`src/rtl/uer_pkg.sv`:
```
// ----------------------------------------------------------------------------
// uer_pkg: shared types and constants for the ultrasonic echo ranger
// Register indexes, register widths and reset values, and the result record
// passed from the measurement core to the output register.
// ----------------------------------------------------------------------------
`default_nettype none

package uer_pkg;

  // Default build constants
  localparam int SOUND_FACTOR_DEF = 58;
  localparam int WIDTH_BITS_DEF   = 16;

  // Configuration port geometry
  localparam int CFG_IDX_W  = 3;
  localparam int CFG_DATA_W = 15;

  // Register indexes
  localparam logic [CFG_IDX_W-1:0] CFG_TRIGGER_PULSE = 3'd0;
  localparam logic [CFG_IDX_W-1:0] CFG_TIMEOUT       = 3'd1;
  localparam logic [CFG_IDX_W-1:0] CFG_MIN_DISTANCE  = 3'd2;
  localparam logic [CFG_IDX_W-1:0] CFG_MAX_DISTANCE  = 3'd3;
  localparam logic [CFG_IDX_W-1:0] CFG_OBSTACLE_THR  = 3'd4;

  // Register widths
  localparam int PULSE_W   = 6;
  localparam int TIMEOUT_W = 15;
  localparam int CM_W      = 9;

  // Register reset values
  localparam logic [PULSE_W-1:0]   PULSE_RST   = 6'd10;
  localparam logic [TIMEOUT_W-1:0] TIMEOUT_RST = 15'd25000;
  localparam int                   MIN_CM_RST  = 2;
  localparam int                   MAX_CM_RST  = 400;
  localparam logic [CM_W-1:0]      THR_CM_RST  = 9'd20;

  // Result and counter widths
  localparam int                   DIST_W   = 15;
  localparam logic [TIMEOUT_W-1:0] WAIT_MAX = 15'h7FFF;

  // Stream payload widths, padded to whole bytes
  localparam int S_TDATA_W = 8;
  localparam int M_TDATA_W = 24;

  // Fixed-width part of the configuration
  typedef struct packed {
    logic [PULSE_W-1:0]   trigger_pulse;
    logic [TIMEOUT_W-1:0] timeout;
    logic [CM_W-1:0]      obstacle_thr;
  } cfg_t;

  // One result item
  typedef struct packed {
    logic              obstacle;
    logic              distance_valid;
    logic [DIST_W-1:0] distance_q4;
    logic              timed_out;
    logic              measurement_done;
    logic              busy_res;
    logic              trigger_out;
  } result_t;

endpackage

`default_nettype wire

```
`src/rtl/uer_cfg.sv`:
```
// ----------------------------------------------------------------------------
// uer_cfg: configuration registers
// Holds the pulse length, timeout and obstacle threshold, and keeps the range
// limits already scaled to echo ticks (centimetres times the sound factor).
// ----------------------------------------------------------------------------
`default_nettype none

module uer_cfg #(
  parameter int SOUND_FACTOR = uer_pkg::SOUND_FACTOR_DEF,
  parameter int LIM_W        = uer_pkg::CM_W + $clog2(SOUND_FACTOR + 1)
) (
  input  wire logic                            clk,
  input  wire logic                            rst,
  input  wire logic                            cfg_we,
  input  wire logic [uer_pkg::CFG_IDX_W-1:0]   cfg_index,
  input  wire logic [uer_pkg::CFG_DATA_W-1:0]  cfg_wdata,
  output      uer_pkg::cfg_t                   cfg,
  output      logic [LIM_W-1:0]                min_lim,
  output      logic [LIM_W-1:0]                max_lim
);

  // Capture register writes; scale range limits at write time
  always_ff @(posedge clk) begin
    if (rst) begin
      cfg.trigger_pulse <= uer_pkg::PULSE_RST;
      cfg.timeout       <= uer_pkg::TIMEOUT_RST;
      cfg.obstacle_thr  <= uer_pkg::THR_CM_RST;
      min_lim           <= LIM_W'(uer_pkg::MIN_CM_RST * SOUND_FACTOR);
      max_lim           <= LIM_W'(uer_pkg::MAX_CM_RST * SOUND_FACTOR);
    end else if (cfg_we) begin
      case (cfg_index)
        uer_pkg::CFG_TRIGGER_PULSE: begin
          cfg.trigger_pulse <= cfg_wdata[uer_pkg::PULSE_W-1:0];
        end
        uer_pkg::CFG_TIMEOUT: begin
          cfg.timeout <= cfg_wdata[uer_pkg::TIMEOUT_W-1:0];
        end
        uer_pkg::CFG_MIN_DISTANCE: begin
          min_lim <= LIM_W'(cfg_wdata[uer_pkg::CM_W-1:0] * SOUND_FACTOR);
        end
        uer_pkg::CFG_MAX_DISTANCE: begin
          max_lim <= LIM_W'(cfg_wdata[uer_pkg::CM_W-1:0] * SOUND_FACTOR);
        end
        uer_pkg::CFG_OBSTACLE_THR: begin
          cfg.obstacle_thr <= cfg_wdata[uer_pkg::CM_W-1:0];
        end
        default: begin
        end
      endcase
    end
  end

endmodule

`default_nettype wire

```
`src/rtl/uer_core.sv`:
```
// ----------------------------------------------------------------------------
// uer_core: per-tick measurement state
// Tracks echo edges, the echo width with a running quotient and remainder of
// width*16/SOUND_FACTOR, the trigger pulse and the timeout, and forms the
// result of each tick in one pass.
// ----------------------------------------------------------------------------
`default_nettype none

module uer_core #(
  parameter int SOUND_FACTOR = uer_pkg::SOUND_FACTOR_DEF,
  parameter int WIDTH_BITS   = uer_pkg::WIDTH_BITS_DEF,
  parameter int LIM_W        = uer_pkg::CM_W + $clog2(SOUND_FACTOR + 1)
) (
  input  wire logic              clk,
  input  wire logic              rst,
  input  wire logic              step,
  input  wire logic              start_request,
  input  wire logic              echo_level,
  input  wire uer_pkg::cfg_t     cfg,
  input  wire logic [LIM_W-1:0]  min_lim,
  input  wire logic [LIM_W-1:0]  max_lim,
  output      uer_pkg::result_t  res
);

  localparam int RW = (SOUND_FACTOR > 1) ? $clog2(SOUND_FACTOR) : 1;
  localparam int CW = (WIDTH_BITS > LIM_W) ? WIDTH_BITS : LIM_W;
  localparam int DW = uer_pkg::DIST_W;

  // Quotient and remainder of 16 / SOUND_FACTOR: one width tick
  localparam logic [DW-1:0] Q_STEP   = DW'(16 / SOUND_FACTOR);
  localparam logic [DW-1:0] Q_STEP1  = DW'(16 / SOUND_FACTOR + 1);
  localparam logic [RW:0]   R_STEP   = (RW + 1)'(16 % SOUND_FACTOR);
  localparam logic [RW:0]   SF_WIDE  = (RW + 1)'(SOUND_FACTOR);

  logic                         echo_prev, echo_prev_next;
  logic                         measuring, measuring_next;
  logic [uer_pkg::PULSE_W-1:0]  trig_count, trig_count_next;
  logic [uer_pkg::TIMEOUT_W-1:0] wait_count, wait_count_next;
  logic [WIDTH_BITS-1:0]        width, width_next;
  logic [DW-1:0]                quot, quot_next;
  logic [RW-1:0]                rem, rem_next;
  logic [DW-1:0]                last_dist, last_dist_next;
  logic                         last_valid, last_valid_next;

  logic                         rise, high, fell, started, tmo, in_range;
  logic [RW:0]                  rem_sum;
  logic [uer_pkg::TIMEOUT_W-1:0] wait_inc;
  logic [uer_pkg::PULSE_W-1:0]  trig_eff;
  logic [CW-1:0]                width_x;

  // Next state and result of one tick
  always_comb begin
    rise    = echo_level & ~echo_prev;
    high    = echo_level & echo_prev;
    fell    = ~echo_level & echo_prev;
    started = start_request & ~measuring;

    echo_prev_next  = echo_level;
    width_next      = width;
    quot_next       = quot;
    rem_next        = rem;
    last_dist_next  = last_dist;
    last_valid_next = last_valid;
    measuring_next  = measuring;
    wait_count_next = wait_count;
    tmo             = 1'b0;

    // Width counter with running quotient
    rem_sum = {1'b0, rem} + R_STEP;
    if (rise) begin
      width_next = WIDTH_BITS'(1);
      quot_next  = Q_STEP;
      rem_next   = RW'(R_STEP);
    end else if (high && (width != '1)) begin
      width_next = width + WIDTH_BITS'(1);
      if (rem_sum >= SF_WIDE) begin
        quot_next = quot + Q_STEP1;
        rem_next  = RW'(rem_sum - SF_WIDE);
      end else begin
        quot_next = quot + Q_STEP;
        rem_next  = RW'(rem_sum);
      end
    end

    // Range check and store on a falling edge
    width_x  = CW'(width);
    in_range = (width_x >= CW'(min_lim)) && (width_x <= CW'(max_lim));
    if (fell) begin
      last_dist_next  = in_range ? quot : '0;
      last_valid_next = in_range;
      measuring_next  = 1'b0;
    end

    // Timeout while busy
    wait_inc = (wait_count < uer_pkg::WAIT_MAX) ? wait_count + 1'b1 : wait_count;
    if (!fell && measuring) begin
      wait_count_next = wait_inc;
      if (wait_inc >= cfg.timeout) begin
        tmo             = 1'b1;
        measuring_next  = 1'b0;
        last_dist_next  = '0;
        last_valid_next = 1'b0;
      end
    end

    // Start and trigger pulse
    if (started) begin
      measuring_next  = 1'b1;
      wait_count_next = '0;
    end
    trig_eff        = started ? cfg.trigger_pulse : trig_count;
    trig_count_next = (trig_eff != '0) ? trig_eff - 1'b1 : trig_eff;

    res.trigger_out      = (trig_eff != '0);
    res.busy_res         = measuring_next;
    res.measurement_done = fell | tmo;
    res.timed_out        = tmo;
    res.distance_q4      = last_dist_next;
    res.distance_valid   = last_valid_next;
    res.obstacle         = last_valid_next && (last_dist_next != '0) &&
                           (last_dist_next < DW'({cfg.obstacle_thr, 4'b0000}));
  end

  // Commit state when an item is processed
  always_ff @(posedge clk) begin
    if (rst) begin
      echo_prev  <= 1'b0;
      measuring  <= 1'b0;
      trig_count <= '0;
      wait_count <= '0;
      width      <= '0;
      quot       <= '0;
      rem        <= '0;
      last_dist  <= '0;
      last_valid <= 1'b0;
    end else if (step) begin
      echo_prev  <= echo_prev_next;
      measuring  <= measuring_next;
      trig_count <= trig_count_next;
      wait_count <= wait_count_next;
      width      <= width_next;
      quot       <= quot_next;
      rem        <= rem_next;
      last_dist  <= last_dist_next;
      last_valid <= last_valid_next;
    end
  end

endmodule

`default_nettype wire

```
`src/rtl/ultrasonic_echo_ranger.sv`:
```
// ----------------------------------------------------------------------------
// ultrasonic_echo_ranger: echo-pulse ranging controller
// Drives the trigger pulse, times the echo and reports distance in 1/16 cm.
// ----------------------------------------------------------------------------
// One transaction in per microsecond tick, one result transaction out per
// tick. The block takes a new tick every clock cycle unless a held result
// stalls it; each tick passes through the input register, then the result
// register. A held result lets one more tick into the input register and
// then holds the input side until the result is taken. The per-tick work
// is one pass of counters and compares: the distance is kept as a running
// quotient and remainder of width*16/SOUND_FACTOR, so no divider sits in
// the path, and range limits are scaled by the sound factor when they are
// written. Configuration writes take effect on the next cycle; there is no
// clearing pass after reset.
`default_nettype none

module ultrasonic_echo_ranger #(
  parameter int SOUND_FACTOR = uer_pkg::SOUND_FACTOR_DEF,
  parameter int WIDTH_BITS   = uer_pkg::WIDTH_BITS_DEF
) (
  input  wire logic                            clk,
  input  wire logic                            rst,
  // tdata: [0] start_request, [1] echo_level, [7:2] zero
  input  wire logic                            s_tvalid,
  output      logic                            s_tready,
  input  wire logic [uer_pkg::S_TDATA_W-1:0]   s_tdata,
  // tdata: [0] trigger_out, [1] busy_res, [2] measurement_done, [3] timed_out,
  //        [18:4] distance_q4, [19] distance_valid, [20] obstacle, [23:21] zero
  output      logic                            m_tvalid,
  input  wire logic                            m_tready,
  output      logic [uer_pkg::M_TDATA_W-1:0]   m_tdata,
  input  wire logic                            cfg_we,
  input  wire logic [uer_pkg::CFG_IDX_W-1:0]   cfg_index,
  input  wire logic [uer_pkg::CFG_DATA_W-1:0]  cfg_wdata
);

  localparam int LIM_W = uer_pkg::CM_W + $clog2(SOUND_FACTOR + 1);

  uer_pkg::cfg_t    cfg;
  logic [LIM_W-1:0] min_lim, max_lim;
  uer_pkg::result_t res_comb, res;

  logic in_valid, in_start, in_echo;
  logic advance;

  // Move an item forward when the result register is free or being drained
  assign advance  = in_valid && (!m_tvalid || m_tready);
  assign s_tready = !in_valid || advance;

  // Input register
  always_ff @(posedge clk) begin
    if (rst) begin
      in_valid <= 1'b0;
    end else if (s_tvalid && s_tready) begin
      in_valid <= 1'b1;
    end else if (advance) begin
      in_valid <= 1'b0;
    end
  end

  always_ff @(posedge clk) begin
    if (s_tvalid && s_tready) begin
      in_start <= s_tdata[0];
      in_echo  <= s_tdata[1];
    end
  end

  uer_cfg #(
    .SOUND_FACTOR (SOUND_FACTOR),
    .LIM_W        (LIM_W)
  ) u_cfg (
    .clk       (clk),
    .rst       (rst),
    .cfg_we    (cfg_we),
    .cfg_index (cfg_index),
    .cfg_wdata (cfg_wdata),
    .cfg       (cfg),
    .min_lim   (min_lim),
    .max_lim   (max_lim)
  );

  uer_core #(
    .SOUND_FACTOR (SOUND_FACTOR),
    .WIDTH_BITS   (WIDTH_BITS),
    .LIM_W        (LIM_W)
  ) u_core (
    .clk           (clk),
    .rst           (rst),
    .step          (advance),
    .start_request (in_start),
    .echo_level    (in_echo),
    .cfg           (cfg),
    .min_lim       (min_lim),
    .max_lim       (max_lim),
    .res           (res_comb)
  );

  // Result register
  always_ff @(posedge clk) begin
    if (rst) begin
      m_tvalid <= 1'b0;
    end else if (advance) begin
      m_tvalid <= 1'b1;
    end else if (m_tready) begin
      m_tvalid <= 1'b0;
    end
  end

  always_ff @(posedge clk) begin
    if (advance) begin
      res <= res_comb;
    end
  end

  assign m_tdata = {3'b000, res};

endmodule

`default_nettype wire
```
`config.mk`:
```
export PLATFORM = sky130hd
export DESIGN_NAME = ultrasonic_echo_ranger
export DESIGN_NICKNAME = d
export VERILOG_FILES = /design/src/rtl/uer_pkg.sv /design/src/rtl/uer_cfg.sv /design/src/rtl/uer_core.sv /design/src/rtl/ultrasonic_echo_ranger.sv
export SDC_FILE = /design/constraint.sdc
export NUM_CORES = 1
export LEC_CHECK = 0
export ABC_AREA = 1
export BUFFER_PORTS_ARGS = -buffer_cell sky130_fd_sc_hd__buf_4
export CELL_PAD_IN_SITES_DETAIL_PLACEMENT = 1
export CELL_PAD_IN_SITES_GLOBAL_PLACEMENT = 2
export CORE_UTILIZATION = 33
export CTS_CLUSTER_DIAMETER = 60
export DETAILED_ROUTE_END_ITERATION = 16
export PLACE_DENSITY = 0.73
export SLEW_MARGIN = 20
export SYNTH_ARGS = -nofsm -noshare
export SYNTH_HDL_FRONTEND = slang
export SYNTH_SLANG_ARGS = --single-unit
```
`constraint.sdc`:
```
create_clock -name clk -period 3.9 [get_ports clk]
set_input_delay 0.78 -clock clk [delete_from_list [all_inputs] [get_ports clk]]
set_output_delay 0.78 -clock clk [all_outputs]
set_load 0.02 [all_outputs]
```
==> summary.txt, run 1 <==
Floorplanning
  – Chip height: 171 um
  – Die area: 29100 um^2
  – Die Wd: 171 um
  – Initial Utilization: 33.7%
  – Row cnt: 61
  – Core area: 27900 um^2
  – Num ports: 57

Worst hold path
  – Tightest Hold Check Type: flip-flop to flip-flop

Timing
  – WHS: 0.464 ns
  – Worst Skew: 0.0132 ns
  – Clock period minus worst slack: 3.76 ns
  – Final worst setup slack: 0.145 ns
  – Final setup vio count: 0
  – Slew headroom: 50.8%
  – Unrepaired setup endpoints after global routing: true
  – Slew @ Worst Pin: 0.737 ns
  – Max Slew Vio Count: 0
  – Final Hold Fails: 0
  – Fmax achieved: 266 MHz
  – Crit share post-route: 96.3%

Place
  – Dpl hpwl: 19.6 mm
  – Gp weighted congestion: 0.792
  – Post-place setup slack: -0.252 ns
  – # port buffers: 47

Clock network
  – CTS sink cnt: 158
  – Hold_buf cts: 0
  – CTS tree: built
  – Clock buffer count from CTS: 17
  – Clock Tree Buf Depth: 2
  – Worst-Skew Late Latency: 0.43 ns
  – CTS clock-pin slew for the worst setup and hold paths: 0.08 ns
  – CTS HTree Levels: 4
  – Clock Tree Root: clkbuf_16

Logic synthesis
  – Synth Flop Type: dfxtp_1
  – Unique cell type count in the Yosys netlist: 50
  – Synthesized cell area: 9380 um^2
  – Post-Syn Instances: 1236
  – Synth Warn #: 0
  – Seq cells post-synth: 158
  – Cell taking the most area after synthesis: dfxtp_1
  – Top cell type's share of synthesized area: 28.8%
  – Area contributors post-synth: dfxtp_1 (29%), ha_1 (11%), nand2_1 (9.3%), inv_1 (7.4%), edfxtp_1 (7.4%)
  – Sequential area share after synthesis: 36.2%
  – Syn Area/Cell: 7.59 um^2
  – Fraction of registers with async set/reset: 0%
  – Top post-synthesis cells by count: nand2_1 (232), inv_1 (185), dfxtp_1 (135), a21oi_1 (121), nor2_1 (96)
  – Number of synthesized flops with an enable pin: 23
  – Most common cell in the synthesized netlist: nand2_1

GRT
  – Largest net degree at the start of global routing: 57
  – Antenna violations before repair: 0
  – Total global routing overflow: 0
  – Vias in the first global route: 8266
  – All-Layer GR Usage: 18.7%
  – First-pass GRT wire length: 42.7 mm

Power
  – Max VDD drop: 275 uV
  – Sw Pwr: 1.33 mW
  – Comb power frac: 20.7%
  – Power Density: 379 nW/um^2
  – Final Power: 4.39 mW
  – Int Pwr: 3.06 mW
  – Pleak: 5.37 nW
  – Clock share of power: 39.8%
  – Seq pwr share: 39.5%
  – Net Sw Frac: 30.3%

Cells and area
  – Antenna cells: 0
  – Layout Nets: 1476
  – Share of layout cells above drive strength 1: 19.9%
  – Area grow syn2layout: 23.8%

Routing
  – Wire per inst: 15.1 um
  – DR vias: 8272
  – DRC: 0
  – Pre-Repair DR Iteration Count: 4
  – Final WL: 26.3 mm
  – Vias/cell: 4.76
  – Starting DRT DRC Count: 352
  – Final ANT Viol Nets: 0

Setup path
  – Element type at the critical path start: flip-flop
  – Worst setup path class: flip-flop to flip-flop
  – Critical Path Sink Type: flip-flop
  – Worst EP required: 4.09 ns
  – Worst-path fanout max: 6
  – Critical path arrival: 3.94 ns

Run
  – Max cap viols: 0

Outcome
  – Run status: complete, no violations
[worst paths after layout]
check,slack [ns],cells after the start,end,start
worst max-delay path,0.14,25,m_tdata[20],u_core.wait_count[0]
worst min-delay path,0.46,2,u_cfg.cfg[10],u_cfg.cfg[10]
worst max register to register,0.14,25,m_tdata[20],u_core.wait_count[0]
worst min register to register,0.46,2,u_cfg.cfg[10],u_cfg.cfg[10]
[power by group through the flow]
stage / clock network (mW) / registers [mW] / logic [mW]
floorplan: 0 / 1.78 / 0.532
global placement: 0 / 1.77 / 0.877
detailed placement: 0 / 1.77 / 0.890
CTS: 1.79 / 1.73 / 0.904
global route: 1.85 / 1.74 / 1.04
finish: 1.75 / 1.73 / 0.909
[cell usage in the layout, fill, tap and decap left out, drive strengths merged, types with 3 or more instances in the layout]
cell type | synthesis | routed
nand2 | 246 | 246
inv | 200 | 210
dfxtp | 135 | 135
buf | 10 | 123
a21oi | 122 | 122
nor2 | 110 | 110
o21ai | 99 | 99
ha | 86 | 86
nand3 | 37 | 37
nor3 | 25 | 25
edfxtp | 23 | 23
xor2 | 20 | 20
o211ai | 19 | 19
clkbuf | 24 | 17
fa | 13 | 13
nand4 | 13 | 13
or2 | 13 | 13
xnor2 | 7 | 7
o21a | 6 | 6
nand3b | 5 | 5
a211oi | 5 | 5
a31oi | 4 | 4
a21o | 3 | 3
conb | 1 | 3
nor4 | 3 | 3
[metal layers]
layer  share of wire [%]  global-route usage, %  up-vias  routed length [um]
li1                    -                      -     4238                   -
met1                  51                   25.6     3963               13300
met2                  47                   31.2       56               12300
met3                 1.7                   2.80       15                 452
met4                0.78                   3.49        0                 204
met5                   0                      0        -                   0
[sequential cells by signal (all words and copies together) (netlist names), 6 cells and up]
signal             cells
u_cfg.cfg             30
u_cfg.max_lim         14
u_core.quot           15
u_core.trig_count      6
u_cfg.min_lim         14
u_core.last_dist      15
u_core.wait_count     15
u_core.width          16
m_tdata               21
[worst max-delay path, cell delays in order (launching register included)]
cell	delay (ns)
dfxtp_2	0.37
ha_4	0.16
nand2_4	0.06
nor3_4	0.18
buf_4	0.15
buf_4	0.09
inv_1	0.05
nor2_4	0.13
nand2_2	0.10
xor2_4	0.18
ha_4	0.29
buf_4	0.10
nand4_1	0.08
nor3b_2	0.17
nand2_1	0.08
nand3_2	0.13
nand2_4	0.13
buf_6	0.17
nand3_1	0.10
inv_1	0.12
ha_4	0.29
nand4_1	0.08
nor2_1	0.11
nand2_1	0.08
nand2_1	0.07
nor2_1	0.03
[repair_timing]
item,in CTS,in global routing
buffers inserted,1,8
pin swaps,11,34
setup endpoints to repair,1,1
gates resized for setup,19,59
endpoints found under the hold margin,0,0
[cell type report]
type / count / area, um^2
clock buffer: 17 / 425
clock inverter: 15 / 175
inverter: 201 / 762
tap: 378 / 473
fill: 3415 / 16300
timing repair buffer: 123 / 938
sequential: 158 / 3400
multi-input combinational: 845 / 5430
[cells by family after synthesis]
logic type	count (synthesis)	synth area share (%)
buf+inv	235	9.76
fa+ha+maj	99	14.3
flops	158	36.2
xor+xnor	27	2.60
other cells	1	0.0400
compound gates	262	15.2
simple gates	454	22.0
[metrics by stage]
stage	util, %	setup TNS (ns)	cells	area, um^2
finish	41.7	0	1737	11600
global placement	37.9	-0.164	1697	10600
floorplan	-	0	1238	9380
global route	41.7	-0.147	1737	11600
CTS	40.4	0	1730	11300
detailed placement	37.9	-0.269	1697	10600
Note: power is estimated with default switching activity, not from simulation.
==> run 2, diff against run 1 <==
CELL_PAD_IN_SITES_DETAIL_PLACEMENT = not set   (was 1)
CELL_PAD_IN_SITES_GLOBAL_PLACEMENT = not set   (was 2)
CORE_UTILIZATION = 56   (was 33)
==> summary.txt, run 2 (synthesis results as in run 1) <==
Timing
  – Worst Skew: 0.00742 ns (-0.00581 ns)
  – Unrepaired setup endpoints after global routing: true
  – Final setup vio count: 0 (unchanged)
  – Final Hold Fails: 0 (unchanged)
  – Max Slew Vio Count: 0 (unchanged)
  – Fmax achieved: 260 MHz (-2.3%)
  – Slew headroom: 22.2% (-29 points)
  – Slew @ Worst Pin: 1.16 ns (+0.422 ns)
  – Final worst setup slack: 0.0543 ns (-0.0902 ns)
  – WHS: 0.463 ns (-0.00106 ns)
  – Crit share post-route: 98.6% (+2.3 points)
  – Setup TNS: 0 ns (unchanged)
  – Clock period minus worst slack: 3.85 ns (+0.0902 ns)

Place
  – Dpl hpwl: 15.2 mm (-22%)
  – Gp weighted congestion: 0.859 (+8.5%)
  – # port buffers: 47 (unchanged)
  – Placed instance count: 1492 (-12%)
  – Post-place setup slack: -0.0722 ns (+0.180 ns)

Setup path
  – Critical path arrival: 4.14 ns (+0.20 ns)
  – Element type at the critical path start: flip-flop
  – Worst-path fanout max: 7 (+1)
  – Worst EP required: 4.19 ns (+0.10 ns)
  – Critical Path Sink Type: flip-flop
  – CP most frequent cell: nand2_1
  – Worst path max stage delay: 0.35 ns (-0.02 ns)
  – Critical-path top delay cell: dfxtp_2
  – Worst setup path class: flip-flop to flip-flop

Routing
  – Vias/cell: 5.36 (+13%)
  – Pre-Repair DR Iteration Count: 5 (+1)
  – Starting DRT DRC Count: 503 (+43%)
  – Final WL: 21.5 mm (-18%)
  – DRC: 0 (unchanged)
  – DR vias: 8220 (-0.63%)
  – Wire per inst: 14.0 um (-7.2%)
  – Final ANT Viol Nets: 0 (unchanged)

Run
  – Max cap viols: 0 (unchanged)

Clock network
  – Clock Tree Buf Depth: 2 (unchanged)
  – Worst-Skew Late Latency: 0.43 ns (about the same)
  – Clock buffer count from CTS: 17 (unchanged)
  – Hold_buf cts: 0 (unchanged)
  – CTS clock-pin slew for the worst setup and hold paths: 0.06 ns (-0.02 ns)
  – CTS sink cnt: 158 (unchanged)
  – CTS HTree Levels: 4 (unchanged)
  – CTS tree: built
  – Clock Tree Root: clkbuf_16

Cells and area
  – Biggest register: u_cfg.cfg
  – Commonest non-fill, non-tap cell in the layout: nand2_1
  – Layout Nets: 1435 (-2.8%)
  – Most frequent cells in the layout: nand2_1 (225), inv_1 (183), dfxtp_1 (132)
  – Area grow syn2layout: 16.8%
  – Number of flip-flops in the largest register: 30 (unchanged)
  – Fin cells: 1534 (-12%)
  – Antenna cells: 0 (unchanged)
  – Share of layout cells above drive strength 1: 15.9% (-3.9 points)

GRT
  – Antenna violations before repair: 0 (unchanged)
  – Total global routing overflow: 0 (unchanged)
  – Largest net degree at the start of global routing: 57 (unchanged)
  – First-pass GRT wire length: 35.4 mm (-17%)
  – Vias in the first global route: 7566 (-8.5%)
  – All-Layer GR Usage: 25.4% (+6.7 points)

Floorplanning
  – Initial Utilization: 58.2% (+25 points)
  – Num ports: 57 (unchanged)
  – Die Wd: 131 um (-23%)
  – Chip height: 131 um (-23%)
  – Core area: 16100 um^2 (-42%)
  – Die area: 17300 um^2 (-41%)
  – Row cnt: 46 (-25%)

Power
  – Power Density: 383 nW/um^2 (+1.2%)
  – Final Power: 4.20 mW (-4.5%)
  – Comb power frac: 19.7% (-1.0 points)
  – Int Pwr: 3.01 mW (-1.8%)
  – Max VDD drop: 333 uV (+21%)
  – Net Sw Frac: 28.4% (-1.9 points)
  – Sw Pwr: 1.19 mW (-11%)
  – Pleak: 5.14 nW (-4.3%)
  – Seq pwr share: 41.3% (+1.8 points)
  – Clock share of power: 39.0% (-0.8 points)

Outcome
  – Run status: complete, no violations

Worst hold path
  – Tightest Hold Check Type: flip-flop to flip-flop
==> run 2: cell count changes in the layout (fill, tap and decap cells not counted), moves of 4 or more <==
cell / change
inv_1: +6
buf_4: -39
inv_8: -4
inv_2: -6
ha_1: +4
ha_4: -4
buf_6: -4
==> run 2: power by group through the flow <==
| stage | registers (mW) | logic (mW) | clock network (mW) |
|---|---|---|---|
| finish | 1.73 | 0.826 | 1.64 |
| global route | 1.74 | 0.940 | 1.74 |
| CTS | 1.73 | 0.807 | 1.66 |
| detailed placement | 1.77 | 0.799 | 0 |
| global placement | 1.77 | 0.787 | 0 |
| floorplan | 1.78 | 0.532 | 0 |
==> run 2: critical path, delay by kind of cell, from the launching register on <==
| kind | cells | cell delay, ns |
|---|---|---|
| buffers and inverters | 3 | 0.32 |
| DFF | 1 | 0.35 |
| and+or+nand+nor | 16 | 1.57 |
| adders and majority gates | 2 | 0.51 |
| AOI/OAI and AO/OA | 6 | 0.80 |
| xor gates and xnor gates | 1 | 0.14 |
==> run 2: path summary, 6_finish.rpt <==
kind	start	end	slack (ns)	cells past startpoint
min reg2reg	u_cfg.cfg[11]	u_cfg.cfg[11]	0.46	2
max	u_core.wait_count[1]	m_tdata[20]	0.05	28
min	u_cfg.cfg[11]	u_cfg.cfg[11]	0.46	2
max reg2reg	u_core.wait_count[1]	m_tdata[20]	0.05	28
==> run 2: area by class of cell <==
cell class,instances,area (um^2)
Multi-Input combinational cell,845,5300
Sequential cell,158,3400
Fill cell,1385,5160
Clock buffer,21,482
Clock inverter,11,104
Timing Repair Buffer,82,636
Tap cell,216,270
Inverter,201,762
==> run 2: through the flow <==
| stage | cell area [um^2] | util, % |
|---|---|---|
| after detailed placement | 10000 | 62.4 |
| after floorplan | 9380 | - |
| after global placement | 10000 | 62.4 |
| after CTS | 10700 | 66.1 |
| after global routing | 11000 | 68.0 |
| final | 11000 | 68.0 |
==> run 2: what timing repair did <==
item | 4_1_cts | 5_1_grt
buffers inserted | 1 | 9
resized for setup | 3 | 48
setup endpoints to repair | 1 | 1
pin swaps | 2 | 28
==> run 2: routing by layer <==
layer  track usage [%]  vias to the layer above  routed length, um
met2              41.3                      191              10200
li1                  -                     4156                  -
met4              10.5                        0                581
met1              33.1                     3833               9930
met3              4.71                       40                791
met5                 0                        -                  0
